File: src/rtl/mcfb_pkg.sv
package mcfb_pkg;

  // default table size, one entry per motor
  localparam int unsigned NUM_MOTORS_DEF = 24;

  // item kinds carried on the input tuser
  localparam logic CMD_LOAD = 1'b0;
  localparam logic CMD_TICK = 1'b1;

  // frame delimiters
  localparam logic [7:0] CHAR_S = 8'h53;
  localparam logic [7:0] CHAR_E = 8'h45;

  // channel thresholds
  localparam logic [11:0] PAIR_ARM_LVL  = 12'd1800;
  localparam logic [11:0] PAIR_FIRE_LVL = 12'd1500;
  localparam logic [11:0] MODE_TEST_LVL = 12'd1200;
  localparam logic [11:0] MODE_NORM_LVL = 12'd1800;
  localparam logic [11:0] SEL_NEUT_LO   = 12'd1200;
  localparam logic [11:0] SEL_NEUT_HI   = 12'd1800;
  localparam logic [11:0] SEL_RESET_VAL = 12'd1000;
  localparam logic [12:0] SEL_STEP      = 13'd300;
  localparam logic [15:0] THR_OFFSET    = 16'd990;

  // checksum modulus
  localparam logic [8:0] CKS_MOD = 9'd255;

  // load index widened so it compares against table sizes up to 127
  localparam int unsigned IDX_EXT_W = 7;

  // control of the shared checksum unit
  typedef struct packed {
    logic       init;
    logic [7:0] init_val;
    logic       add;
    logic [7:0] addend;
  } acc_ctrl_t;

endpackage

File: src/rtl/mcfb_ram.sv
module mcfb_ram #(
  parameter int unsigned WIDTH = 8,
  parameter int unsigned DEPTH = 24,
  parameter int unsigned AW    = (DEPTH > 1) ? $clog2(DEPTH) : 1
) (
  input  logic             clk_i,
  input  logic             we_i,
  input  logic [AW-1:0]    waddr_i,
  input  logic [WIDTH-1:0] wdata_i,
  input  logic             re_i,
  input  logic [AW-1:0]    raddr_i,
  output logic [WIDTH-1:0] rdata_o
);

  logic [WIDTH-1:0] mem_q [DEPTH];
  logic [WIDTH-1:0] rdata_q;

  always_ff @(posedge clk_i) begin
    if (we_i) begin
      mem_q[waddr_i] <= wdata_i;
    end
    if (re_i) begin
      rdata_q <= mem_q[raddr_i];
    end
  end

  assign rdata_o = rdata_q;

endmodule

File: src/rtl/mcfb_mod_acc.sv
module mcfb_mod_acc (
  input  logic                clk_i,
  input  logic                rst_ni,
  input  mcfb_pkg::acc_ctrl_t ctrl_i,
  output logic [7:0]          acc_o
);

  import mcfb_pkg::*;

  logic [7:0] acc_q, acc_d;
  logic [8:0] sum;
  logic [8:0] red;

  // acc stays below 255, so one conditional subtract keeps it reduced
  always_comb begin
    sum = {1'b0, acc_q} + {1'b0, ctrl_i.addend};
    red = (sum >= CKS_MOD) ? (sum - CKS_MOD) : sum;
    acc_d = acc_q;
    if (ctrl_i.init) begin
      acc_d = ctrl_i.init_val;
    end else if (ctrl_i.add) begin
      acc_d = red[7:0];
    end
  end

  always_ff @(posedge clk_i or negedge rst_ni) begin
    if (!rst_ni) begin
      acc_q <= '0;
    end else begin
      acc_q <= acc_d;
    end
  end

  assign acc_o = acc_q;

endmodule

File: src/rtl/motor_command_frame_builder_core.sv
// motor command frame builder
// input stream (s_axis): one item per load or control tick; tuser selects the kind
//   load item : stores power_value at power_index in the power table if in range, no output
//   tick item : checks pairing, then the mode channel, and emits zero to NUM_MOTORS+3 items
// output stream (m_axis): one frame byte per item, tlast on the final item of a tick,
//   tuser flags a pairing request or a heading reset
// frame sequence
//   a tick is accepted, then emits one item per cycle while the sink is ready:
//   'S', NUM_MOTORS data bytes, checksum, 'E' = NUM_MOTORS + 3 items (27 by default)
//   the bytes come from the byte sequencer, which reads the power table through one
//   ram read port and folds each data byte into a single mod-255 accumulator
//   a pairing tick emits one item; an idle-mode tick emits nothing
//   s_axis_tready_o is low from the accept of an emitting tick until its last item is registered
// stall: a held-off output item sits in the output register and the sequencer waits
// reset: the power table reads as all zeros (per-entry valid bits), the motor index,
//   arming flags and the output valid clear, the last select value becomes 1000
module motor_command_frame_builder_core #(
  parameter int unsigned NUM_MOTORS = mcfb_pkg::NUM_MOTORS_DEF
) (
  input  logic        clk_i,
  input  logic        rst_ni,
  // s_axis tdata, lowest bit up: power_index[4:0], power_value[12:5], throttle_rc[24:13],
  //   select_rc[36:25], mode_rc[48:37], pairing_rc[60:49], zero fill[63:61]
  input  logic        s_axis_tvalid_i,
  output logic        s_axis_tready_o,
  input  logic [63:0] s_axis_tdata_i,
  // s_axis tuser: cmd[0]
  input  logic [0:0]  s_axis_tuser_i,
  // m_axis tdata: tx_byte[7:0]
  output logic        m_axis_tvalid_o,
  input  logic        m_axis_tready_i,
  output logic [7:0]  m_axis_tdata_o,
  output logic        m_axis_tlast_o,
  // m_axis tuser, lowest bit up: pairing_request[0], heading_reset[1]
  output logic [1:0]  m_axis_tuser_o
);

  import mcfb_pkg::*;

  localparam int unsigned AW = (NUM_MOTORS > 1) ? $clog2(NUM_MOTORS) : 1;
  localparam logic [AW-1:0] LAST_IDX = AW'(NUM_MOTORS - 1);

  typedef enum logic [2:0] {
    ST_IDLE,
    ST_PAIR,
    ST_HEAD,
    ST_DATA,
    ST_SUM,
    ST_END
  } state_e;

  // input fields
  logic [4:0]  power_index;
  logic [7:0]  power_value;
  logic [11:0] throttle_rc;
  logic [11:0] select_rc;
  logic [11:0] mode_rc;
  logic [11:0] pairing_rc;
  logic        cmd;

  assign power_index = s_axis_tdata_i[4:0];
  assign power_value = s_axis_tdata_i[12:5];
  assign throttle_rc = s_axis_tdata_i[24:13];
  assign select_rc   = s_axis_tdata_i[36:25];
  assign mode_rc     = s_axis_tdata_i[48:37];
  assign pairing_rc  = s_axis_tdata_i[60:49];
  assign cmd         = s_axis_tuser_i[0];

  state_e         state_q;
  logic [AW-1:0]  idx_q;
  logic           test_q;
  logic [13:0]    thr_q;
  logic           head_q;
  logic [11:0]    last_sel_q;
  logic [AW-1:0]  motor_q;
  logic           head_armed_q;
  logic           pair_armed_q;
  logic           out_valid_q;
  logic [7:0]     out_byte_q;
  logic           out_last_q;
  logic           out_pair_q;
  logic           out_head_q;
  logic [NUM_MOTORS-1:0] vld_q;
  logic           vld_rd_q;

  logic           in_acc;
  logic           slot_free;
  logic           out_load;
  logic [15:0]    thr_full;
  logic [13:0]    thr;
  logic signed [12:0] sel_diff;
  logic           sel_neutral;
  logic           step_dn;
  logic           step_up;
  logic [AW-1:0]  motor_nxt;
  logic           mode_test;
  logic           mode_idle;
  logic           pair_fire;
  logic [IDX_EXT_W-1:0] idx_ext;
  logic           ram_we;
  logic           ram_re;
  logic [AW-1:0]  ram_raddr;
  logic [7:0]     ram_rdata;
  logic [7:0]     data_byte;
  logic [7:0]     cks;
  acc_ctrl_t      acc_ctrl;

  assign s_axis_tready_o = (state_q == ST_IDLE);
  assign in_acc          = s_axis_tvalid_i && s_axis_tready_o;
  assign slot_free       = !out_valid_q || m_axis_tready_i;
  // an emitting state loads the output register whenever the slot frees up
  assign out_load        = slot_free &&
                           (state_q inside {ST_PAIR, ST_HEAD, ST_DATA, ST_SUM, ST_END});

  // throttle wraps in 16 bits before the divide by four
  assign thr_full = {4'b0000, throttle_rc} - THR_OFFSET;
  assign thr      = thr_full[15:2];

  // select channel stepping
  assign sel_diff    = $signed({1'b0, select_rc}) - $signed({1'b0, last_sel_q});
  assign sel_neutral = (select_rc > SEL_NEUT_LO) && (select_rc < SEL_NEUT_HI);
  assign step_dn     = sel_diff < -$signed(SEL_STEP);
  assign step_up     = sel_diff > $signed(SEL_STEP);

  always_comb begin
    motor_nxt = motor_q;
    if (step_dn && !sel_neutral) begin
      motor_nxt = (motor_q == '0) ? LAST_IDX : motor_q - AW'(1);
    end else if (step_up && !sel_neutral) begin
      motor_nxt = (motor_q == LAST_IDX) ? '0 : motor_q + AW'(1);
    end
  end

  assign mode_test = mode_rc < MODE_TEST_LVL;
  assign mode_idle = !mode_test && (mode_rc < MODE_NORM_LVL);
  assign pair_fire = pair_armed_q && (pairing_rc < PAIR_FIRE_LVL);

  // table write on load items within range
  assign idx_ext = IDX_EXT_W'(power_index);
  assign ram_we  = in_acc && (cmd == CMD_LOAD) && (idx_ext < IDX_EXT_W'(NUM_MOTORS));

  // reads run one byte ahead of emission: entry 0 with 'S', entry i+1 with byte i
  always_comb begin
    ram_re    = 1'b0;
    ram_raddr = '0;
    if (state_q == ST_HEAD) begin
      ram_re = slot_free;
    end else if (state_q == ST_DATA) begin
      ram_re    = slot_free && (idx_q != LAST_IDX);
      ram_raddr = idx_q + AW'(1);
    end
  end

  always_comb begin
    if (test_q) begin
      data_byte = (idx_q == motor_q) ? thr_q[7:0] : 8'h00;
    end else begin
      data_byte = vld_rd_q ? ram_rdata : 8'h00;
    end
  end

  // test checksum starts at the throttle high part: thr mod 255 = hi + lo mod 255
  always_comb begin
    acc_ctrl.init     = in_acc;
    acc_ctrl.init_val = mode_test ? {2'b00, thr[13:8]} : 8'h00;
    acc_ctrl.add      = (state_q == ST_DATA) && slot_free;
    acc_ctrl.addend   = data_byte;
  end

  mcfb_ram #(
    .WIDTH (8),
    .DEPTH (NUM_MOTORS),
    .AW    (AW)
  ) u_table (
    .clk_i   (clk_i),
    .we_i    (ram_we),
    .waddr_i (idx_ext[AW-1:0]),
    .wdata_i (power_value),
    .re_i    (ram_re),
    .raddr_i (ram_raddr),
    .rdata_o (ram_rdata)
  );

  mcfb_mod_acc u_cks (
    .clk_i  (clk_i),
    .rst_ni (rst_ni),
    .ctrl_i (acc_ctrl),
    .acc_o  (cks)
  );

  // valid bits make the table read as zero until an entry is loaded
  always_ff @(posedge clk_i or negedge rst_ni) begin
    if (!rst_ni) begin
      vld_q <= '0;
    end else if (ram_we) begin
      vld_q[idx_ext[AW-1:0]] <= 1'b1;
    end
  end

  always_ff @(posedge clk_i) begin
    if (ram_re) begin
      vld_rd_q <= vld_q[ram_raddr];
    end
  end

  // sequencer with the output register
  always_ff @(posedge clk_i or negedge rst_ni) begin
    if (!rst_ni) begin
      state_q      <= ST_IDLE;
      idx_q        <= '0;
      test_q       <= 1'b0;
      head_q       <= 1'b0;
      last_sel_q   <= SEL_RESET_VAL;
      motor_q      <= '0;
      head_armed_q <= 1'b0;
      pair_armed_q <= 1'b0;
      out_valid_q  <= 1'b0;
    end else begin
      if (out_load) begin
        out_valid_q <= 1'b1;
      end else if (m_axis_tready_i) begin
        out_valid_q <= 1'b0;
      end
      case (state_q)
        ST_IDLE: begin
          if (in_acc && (cmd == CMD_TICK)) begin
            if (pair_fire) begin
              pair_armed_q <= 1'b0;
              state_q      <= ST_PAIR;
            end else begin
              pair_armed_q <= pair_armed_q || (pairing_rc > PAIR_ARM_LVL);
              if (mode_idle) begin
                head_armed_q <= 1'b1;
              end else if (mode_test) begin
                head_armed_q <= 1'b1;
                head_q       <= 1'b0;
                test_q       <= 1'b1;
                thr_q        <= thr;
                motor_q      <= motor_nxt;
                if (step_dn || step_up) begin
                  last_sel_q <= select_rc;
                end
                state_q <= ST_HEAD;
              end else begin
                head_armed_q <= 1'b0;
                head_q       <= head_armed_q;
                test_q       <= 1'b0;
                state_q      <= ST_HEAD;
              end
            end
          end
        end
        ST_PAIR: begin
          if (slot_free) begin
            out_byte_q  <= 8'h00;
            out_last_q  <= 1'b1;
            out_pair_q  <= 1'b1;
            out_head_q  <= 1'b0;
            state_q     <= ST_IDLE;
          end
        end
        ST_HEAD: begin
          if (slot_free) begin
            out_byte_q  <= CHAR_S;
            out_last_q  <= 1'b0;
            out_pair_q  <= 1'b0;
            out_head_q  <= head_q;
            idx_q       <= '0;
            state_q     <= ST_DATA;
          end
        end
        ST_DATA: begin
          if (slot_free) begin
            out_byte_q  <= data_byte;
            out_last_q  <= 1'b0;
            out_pair_q  <= 1'b0;
            out_head_q  <= 1'b0;
            if (idx_q == LAST_IDX) begin
              state_q <= ST_SUM;
            end else begin
              idx_q <= idx_q + AW'(1);
            end
          end
        end
        ST_SUM: begin
          if (slot_free) begin
            out_byte_q  <= cks;
            out_last_q  <= 1'b0;
            out_pair_q  <= 1'b0;
            out_head_q  <= 1'b0;
            state_q     <= ST_END;
          end
        end
        ST_END: begin
          if (slot_free) begin
            out_byte_q  <= CHAR_E;
            out_last_q  <= 1'b1;
            out_pair_q  <= 1'b0;
            out_head_q  <= 1'b0;
            state_q     <= ST_IDLE;
          end
        end
        default: begin
          state_q <= ST_IDLE;
        end
      endcase
    end
  end

  assign m_axis_tvalid_o = out_valid_q;
  assign m_axis_tdata_o  = out_byte_q;
  assign m_axis_tlast_o  = out_last_q;
  assign m_axis_tuser_o  = {out_head_q, out_pair_q};

endmodule

File: config.mk
export PLATFORM = sky130hd
export DESIGN_NAME = motor_command_frame_builder_core
export DESIGN_NICKNAME = d
export VERILOG_FILES = /design/src/rtl/mcfb_pkg.sv /design/src/rtl/mcfb_ram.sv /design/src/rtl/mcfb_mod_acc.sv /design/src/rtl/motor_command_frame_builder_core.sv
export SDC_FILE = /design/constraint.sdc
export NUM_CORES = 1
export LEC_CHECK = 0
export BUFFER_PORTS_ARGS = -buffer_cell sky130_fd_sc_hd__clkbuf_2
export CAP_MARGIN = 10
export CELL_PAD_IN_SITES_DETAIL_PLACEMENT = 0
export CELL_PAD_IN_SITES_GLOBAL_PLACEMENT = 1
export CORE_ASPECT_RATIO = 0.8
export CORE_MARGIN = 2
export CORE_UTILIZATION = 45
export CTS_CLUSTER_SIZE = 10
export DETAILED_ROUTE_END_ITERATION = 10
export PLACE_DENSITY = 0.74
export SLEW_MARGIN = 20
export SYNTH_ARGS = -nofsm -noshare
export SYNTH_HDL_FRONTEND = slang
export SYNTH_SLANG_ARGS = --single-unit
File: constraint.sdc
create_clock -name clk_i -period 4.4 [get_ports clk_i]
set_input_delay 0.22 -clock clk_i [delete_from_list [all_inputs] [get_ports clk_i]]
set_output_delay 0.22 -clock clk_i [all_outputs]
set_load 0.05 [all_outputs]
Word level (Yosys, flattened, before mapping). Memories as Yosys holds them, arrays and structs flattened. A register that Yosys moved wholly into a read port is not among the register bits. Cells that the tools add are included.

Flip-flop bits (word level): 82. Bits in writable memories: 192. Input port bits: 69. Output and inout bits: 13. Word-level logic and storage cells: 161. Memories kept: 1.

Add/subtract/negate cells: 7. Magnitude comparators: 13. Equality and inequality tests: 22. Muxes and demuxes: 52. Bitwise operators: 4. Reductions and logical operators: 45.

Memory list: u_table.mem_q (depth 24, width 8, rd ports 1, clocked after memory_dff 1, write ports 1, RTL line mcfb_ram.sv:15) `logic [WIDTH-1:0] mem_q [DEPTH];`.

Operators with widths (number): 8-bit two-way mux (11); 12-bit by 11-bit less-than comparator with 1-bit output (second input constant) (4); 5-bit two-way mux (9); 8-bit case mux with 5 select lines (1); 12-bit by 11-bit greater-than comparator with 1-bit output (second input constant) (2); 3-bit two-way mux (8); 24-bit OR (1); 4-bit AND reduction (5); 6-bit AND reduction (3); 1-bit two-way mux (15); 3-bit case mux with 5 select lines (1); 7-bit AND reduction (2); 2-bit nonzero test (7); 13-bit by 10-bit greater-than comparator with 1-bit output (second input constant) (1); 1-bit logical AND (13); 13-bit by 10-bit less-than comparator with 1-bit output (second input constant) (1); 12-bit by 10-bit subtractor with 13-bit output (second input constant) (1); 12-bit by 12-bit subtractor with 13-bit output (1); 5-bit by 6-bit less-than comparator with 1-bit output (second input constant) (2); 2-bit by 1-bit != test with 1-bit output (second input constant) (6); 2-bit != test (second input constant) (6); 5-bit by 1-bit adder with 5-bit output (second input constant) (2); 5-bit == test (second input constant) (2); 5-bit case mux with 2 select lines (1); 27 further kinds (38).

Logic depth before layout (Yosys ltp).
Depth in word-level cells: 8. Depth in mapped cells: 18. Mapped depth without buffers: 16.

Modules after synthesis. From an unflattened synthesis, not the netlist that was laid out.

Cells, all modules: 968. Area, all modules: 13410.4 um^2.

By module, submodules not included: mcfb_ram (times used 1, cells an instance 383, area an instance 7800.0 um^2, seq. area each 6005.8 um^2); motor_command_frame_builder_core (times used 1, cells an instance 474, area an instance 4609.4 um^2, seq. area each 1959.4 um^2); mcfb_mod_acc (times used 1, cells an instance 111, area an instance 1001.0 um^2, seq. area each 200.2 um^2).

Worst setup path after synthesis. Ideal clock, no wire load.

Kind: register to register. Start: register motor_q[2]. End: register u_cks.acc_q[1] (netlist: u_cks.acc_o[1]). Library setup time: 126 ps. Arrival: 3828 ps. Data required time: 4274 ps. Slack: 446 ps. Cell stages (with the launch flop): 18. Buffers on the path: 2. Clock period less this slack: 3954 ps. Path through: dfrtp_1 > clkbuf_1 > xor2_1 > nor4_1 > and3_1 > clkbuf_1 > a22oi_1 > inv_1 > ha_1 > a21o_1 > a21oi_2 > o21bai_1 > a2111oi_0 > o21ai_0 > nor2b_1 > a21oi_1 > mux2_2 > a221o_1.

Longest elaborated chain between the ends: 8. Elaborated cells between the ends (all ways): 9. Those cells by class: add/sub (2); order compare (1); eq/ne (1); mux (5).

RTL lines: start, declared (RTL line motor_command_frame_builder_core.sv:75) `logic [AW-1:0] motor_q;`; start signal, assigned (RTL line motor_command_frame_builder_core.sv:239) `motor_q <= motor_nxt;`; 5-bit == test * (RTL line motor_command_frame_builder_core.sv:156) `data_byte = (idx_q == motor_q) ? thr_q[7:0] : 8'h00;`; 8-bit two-way mux * (RTL line motor_command_frame_builder_core.sv:156); 8-bit two-way mux * (RTL line motor_command_frame_builder_core.sv:155) `if (test_q) begin`; 8-bit by 8-bit adder with 9-bit output * (RTL line mcfb_mod_acc.sv:16) `sum = {1'b0, acc_q} + {1'b0, ctrl_i.addend};`; 8-bit subtractor or 9-bit by 8-bit >= comparator with 1-bit output (tied branches) (RTL line mcfb_mod_acc.sv:17) `red = (sum >= CKS_MOD) ? (sum - CKS_MOD) : sum;`; 8-bit two-way mux * (RTL line mcfb_mod_acc.sv:17); 8-bit two-way mux * (RTL line mcfb_mod_acc.sv:21) `end else if (ctrl_i.add) begin`; 8-bit two-way mux * (RTL line mcfb_mod_acc.sv:19) `if (ctrl_i.init) begin`; end signal, assigned (RTL line mcfb_mod_acc.sv:28) `acc_q <= '0;`; end signal, assigned (RTL line mcfb_mod_acc.sv:30) `acc_q <= acc_d;`; end, declared (RTL line mcfb_mod_acc.sv:10) `logic [7:0] acc_q, acc_d;`.

Every way passes the cells marked *; elsewhere a longest branch is shown, timed or not. The select of a mux whose other input is x is not followed. A chain may end at the register's enable or synchronous reset.

Worst setup path after layout. Same ends and word-level chain as after synthesis.

==> run summary <==
Tcrit/Tclk final = 92.08%
Mapped Area = 13,390 sq um
Worst-Margin Slew = 0.9603 ns
Pwr Density = 606.6 nW/um^2
Count of different cell masters after synthesis = 86
Clock root cell = clkbuf_16
Vias per cell = 5.762
HPWL after DPL = 20.99 mm
Nets = 1,329
R2r endpoint = u_cks.acc_o[1]
Switching power total = 0.003355 W
CP Launch Type = flip-flop
Ant. Diodes = 0
Switching Share = 36.27%
Hold endpoint = thr_q[0]
Seq pwr share = 36.7%
PortBufs = 74
Tot GR Track Use = 22.00%
Leakage = 5.733 nW
Pins Over Slew Limit = 0
Avg WL per Cell = 20.35 um
Worst-Skew Late Latency = 0.53 ns
Post-synth EDFFs = 220
RR Startpoint = motor_q[2]
Worst vdd ir = 0.0003743 V
Initial DRC Count = 722
Clock group share of total power = 27.4%
Io pins = 82
Total grt overflow = 0
Remaining DRCs = 0
Primary FF master, synth = edfxtp_1
Routability congestion estimate = 0.8567
Fraction of registers with async set/reset = 21.99%
CP Class = reg -> reg
Core area = 29,290 sq um
Die area = 31,160 sq um
Row cnt = 56
Comb power frac = 35.9%
Yosys Warn Count = 0
Vias in the first global route = 9,094
Via count = 9,404
Post-Syn Instances = 1,152
CTS Buf Count = 34
CTS tree = done
Initial Utilization = 45.72%
Largest net degree at the start of global routing = 68
Min Tclk post-route = 4.051 ns
Fmax = 246.8 MHz
ANT nets after route = 0
H-tree levels = 2
Cell-internal power = 0.005896 W
Post-Route WL = 33.20 mm
Clock slew at reported path FFs = 0.06 ns
Final setup TNS = 0 ns
Layout cells sized above 1 = 15.62%
Crit. End Element = flip-flop
R2R setup slack = 0.35 ns
Status = complete, no violations
TritonRoute pass-1 iters = 6
P&R area growth vs syn = 13.89%
Die width = 196.9 um
RSZ-0062 raised after global routing = no
Pre-CTS setup slack = 0.3223 ns
Sequential area share after synthesis = 60.98%
Setup Buffers After CTS = 0
Worst-path fanout max = 7
CTS sink cnt = 282
Normalized max-slew margin = 35.75%
Worst min path class = in -> reg
Required time of the critical path = 4.79 ns
Maxcap violations = 0
WP data arrival = 4.44 ns
Clock skew = 0.02102 ns
Net Count, Synth = 1,249
Syn_area_per_cell = 11.62 sq um
Antenna violations before repair = 0
HP Start = s_axis_tdata_i[15]
Die height = 158.3 um
Final setup viols = 0
Hold Violations, Final = 0
First-pass GRT wire length = 52.48 mm
Hold Path Depth = 2
Synth Register Bits = 282
Setup slack after layout = 0.3485 ns
Tot Pwr = 0.009250 W
R2R cell count = 17
Clk buf depth = 3
==> cell usage after synthesis (6+ instances only) <==
library cell | count | share of area, %
a31oi_1 | 26 | 1.2
and2_1 | 7 | 0.33
nor4_1 | 7 | 0.33
inv_1 | 30 | 0.84
or2_2 | 27 | 1.3
dfrtp_1 | 56 | 10
nand3b_1 | 7 | 0.39
xor2_1 | 15 | 0.98
xnor2_1 | 15 | 0.98
nand3_1 | 61 | 2.3
a22o_1 | 13 | 0.85
o21ai_1 | 11 | 0.41
o21ai_0 | 26 | 0.97
clkbuf_1 | 52 | 1.5
nand2_1 | 155 | 4.3
nor3_1 | 13 | 0.49
nand2b_1 | 7 | 0.33
a21o_1 | 8 | 0.45
o211ai_1 | 29 | 1.6
nor2b_1 | 12 | 0.56
a311oi_1 | 10 | 0.65
a211oi_1 | 6 | 0.34
o2111ai_1 | 6 | 0.39
a21oi_1 | 63 | 2.4
edfxtp_1 | 220 | 49
and3_1 | 11 | 0.51
ha_1 | 26 | 2.4
nand4_1 | 7 | 0.33
nor2_1 | 66 | 1.9
dfstp_2 | 6 | 1.2
or3_1 | 29 | 1.4
o221ai_1 | 27 | 1.8
==> cells by family (layout without fill, tap and decap cells) <==
group | after synthesis | after routing | synth area share (%)
simple gates | 433 | 433 | 15.96
buf+inv | 92 | 195 | 2.869
flops | 282 | 282 | 60.98
mux | 11 | 11 | 0.9063
xor+xnor | 30 | 30 | 1.962
fa+ha+maj | 28 | 28 | 2.728
compound gates | 276 | 276 | 14.60
==> sequential cells by signal, indices dropped and copies added (netlist names) <==
signal	flops
test_q	1
u_table.rdata_o	8
out_pair_q	1
vld_rd_q	1
m_axis_tdata_o	8
m_axis_tlast_o	1
m_axis_tvalid_o	1
thr_q	8
last_sel_q	12
head_armed_q	1
u_cks.acc_o	8
vld_q	24
pair_armed_q	1
state_q	3
motor_q	5
idx_q	5
head_q	1
u_table.mem_q	192
out_head_q	1
==> worst max-delay path: stages (launching register included) <==
cell and delay, ns:
dfrtp_1 0.46, xor2_1 0.20, nor4_1 0.25, and3_1 0.24, buf_4 0.16, a22o_1 0.18, ha_1 0.18, inv_1 0.06
fa_1 0.39, nor2b_1 0.14, o21a_1 0.16, o211a_1 0.19, o21a_1 0.17, or2_1 0.17, nor3_1 0.08, a21oi_1 0.25
mux2_2 0.36, a221o_1 0.29
==> power by group through the flow <==
stage | sequential (W) | clock (W) | combinational [W]
2_1_floorplan | 0.00345 | 0 | 0.00239
3_3_place_gp | 0.00343 | 0 | 0.00326
3_5_place_dp | 0.00344 | 0 | 0.00329
4_1_cts | 0.00339 | 0.00259 | 0.00331
5_1_grt | 0.00342 | 0.00270 | 0.00370
6_report | 0.00339 | 0.00254 | 0.00332
==> worst max path at each step <==
stage	startpoint	slack [ns]	endpoint
after CTS	motor_q[2]	0.30	u_cks.acc_o[1]
after detailed placement	motor_q[2]	0.32	u_cks.acc_o[1]
after floorplan	motor_q[2]	0.45	u_cks.acc_o[1]
final	motor_q[2]	0.35	u_cks.acc_o[1]
after global routing	motor_q[2]	0.12	u_cks.acc_o[1]
after global placement	motor_q[2]	0.31	u_cks.acc_o[1]
==> metal layers <==
layer / track usage (%) / share of wire, % / wire length, um / vias to the layer above
met3: 4.533 / 6.3 / 2092 / 51
met2: 32.90 / 43 / 14340 / 263
met1: 32.62 / 49 / 16140 / 4562
li1: - / - / - / 4528
met4: 6.122 / 1.9 / 625 / 0
met5: 0 / 0 / 0 / -
==> cells in the final DEF (no fill, tap or decap), types with 7 or more instances in the layout <==
cell type        n
clkbuf_1        21
xor2_1          15
dlygate4sd3_1   13
a311oi_1        10
o21ai_0         26
or3_1           29
nor4_1           7
nor2_1          65
o221ai_1        27
a31oi_1         26
nand3b_1         7
o21ai_1         11
a22o_1          13
and3_1          11
xnor2_1         15
nand4_1          7
nand2_1        152
inv_1           30
a21o_1           8
edfxtp_1       220
buf_4           19
or2_2           27
nand2b_1         7
nand3_1         61
dfrtp_1         56
clkbuf_2        73
ha_1            26
clkbuf_16       34
o211ai_1        29
nor2b_1         12
a21oi_1         63
nor3_1          13
==> timing repair <==
action | CTS | global route
endpoints found under the setup margin | 0 | 1
resized for setup | 0 | 1
endpoints found under the hold margin | 68 | 0
hold buffers | 13 | 0
==> area by class of cell <==
cell class              count  area (sq um)
fillers                  2592         14040
flip-flops and latches    282          8165
multi-input cells         778          4858
clock buffers              56         943.4
repair buffers            106         658.1
well taps                 377         471.7
inverters                  30         112.6
clock inverters             3         41.29
==> per-stage QoR <==
stage	utilization (%)	hold slack, ns	cells	instance area [sq um]
global route	52.07	0.02618	1632	15250
global placement	48.26	0.4260	1560	14130
detailed placement	48.26	0.4288	1560	14130
floorplan	-	-0.07559	1152	13390
finish	52.07	0.03102	1632	15250
CTS	52.07	0.01975	1632	15250
(Power assumes the default switching activity.)
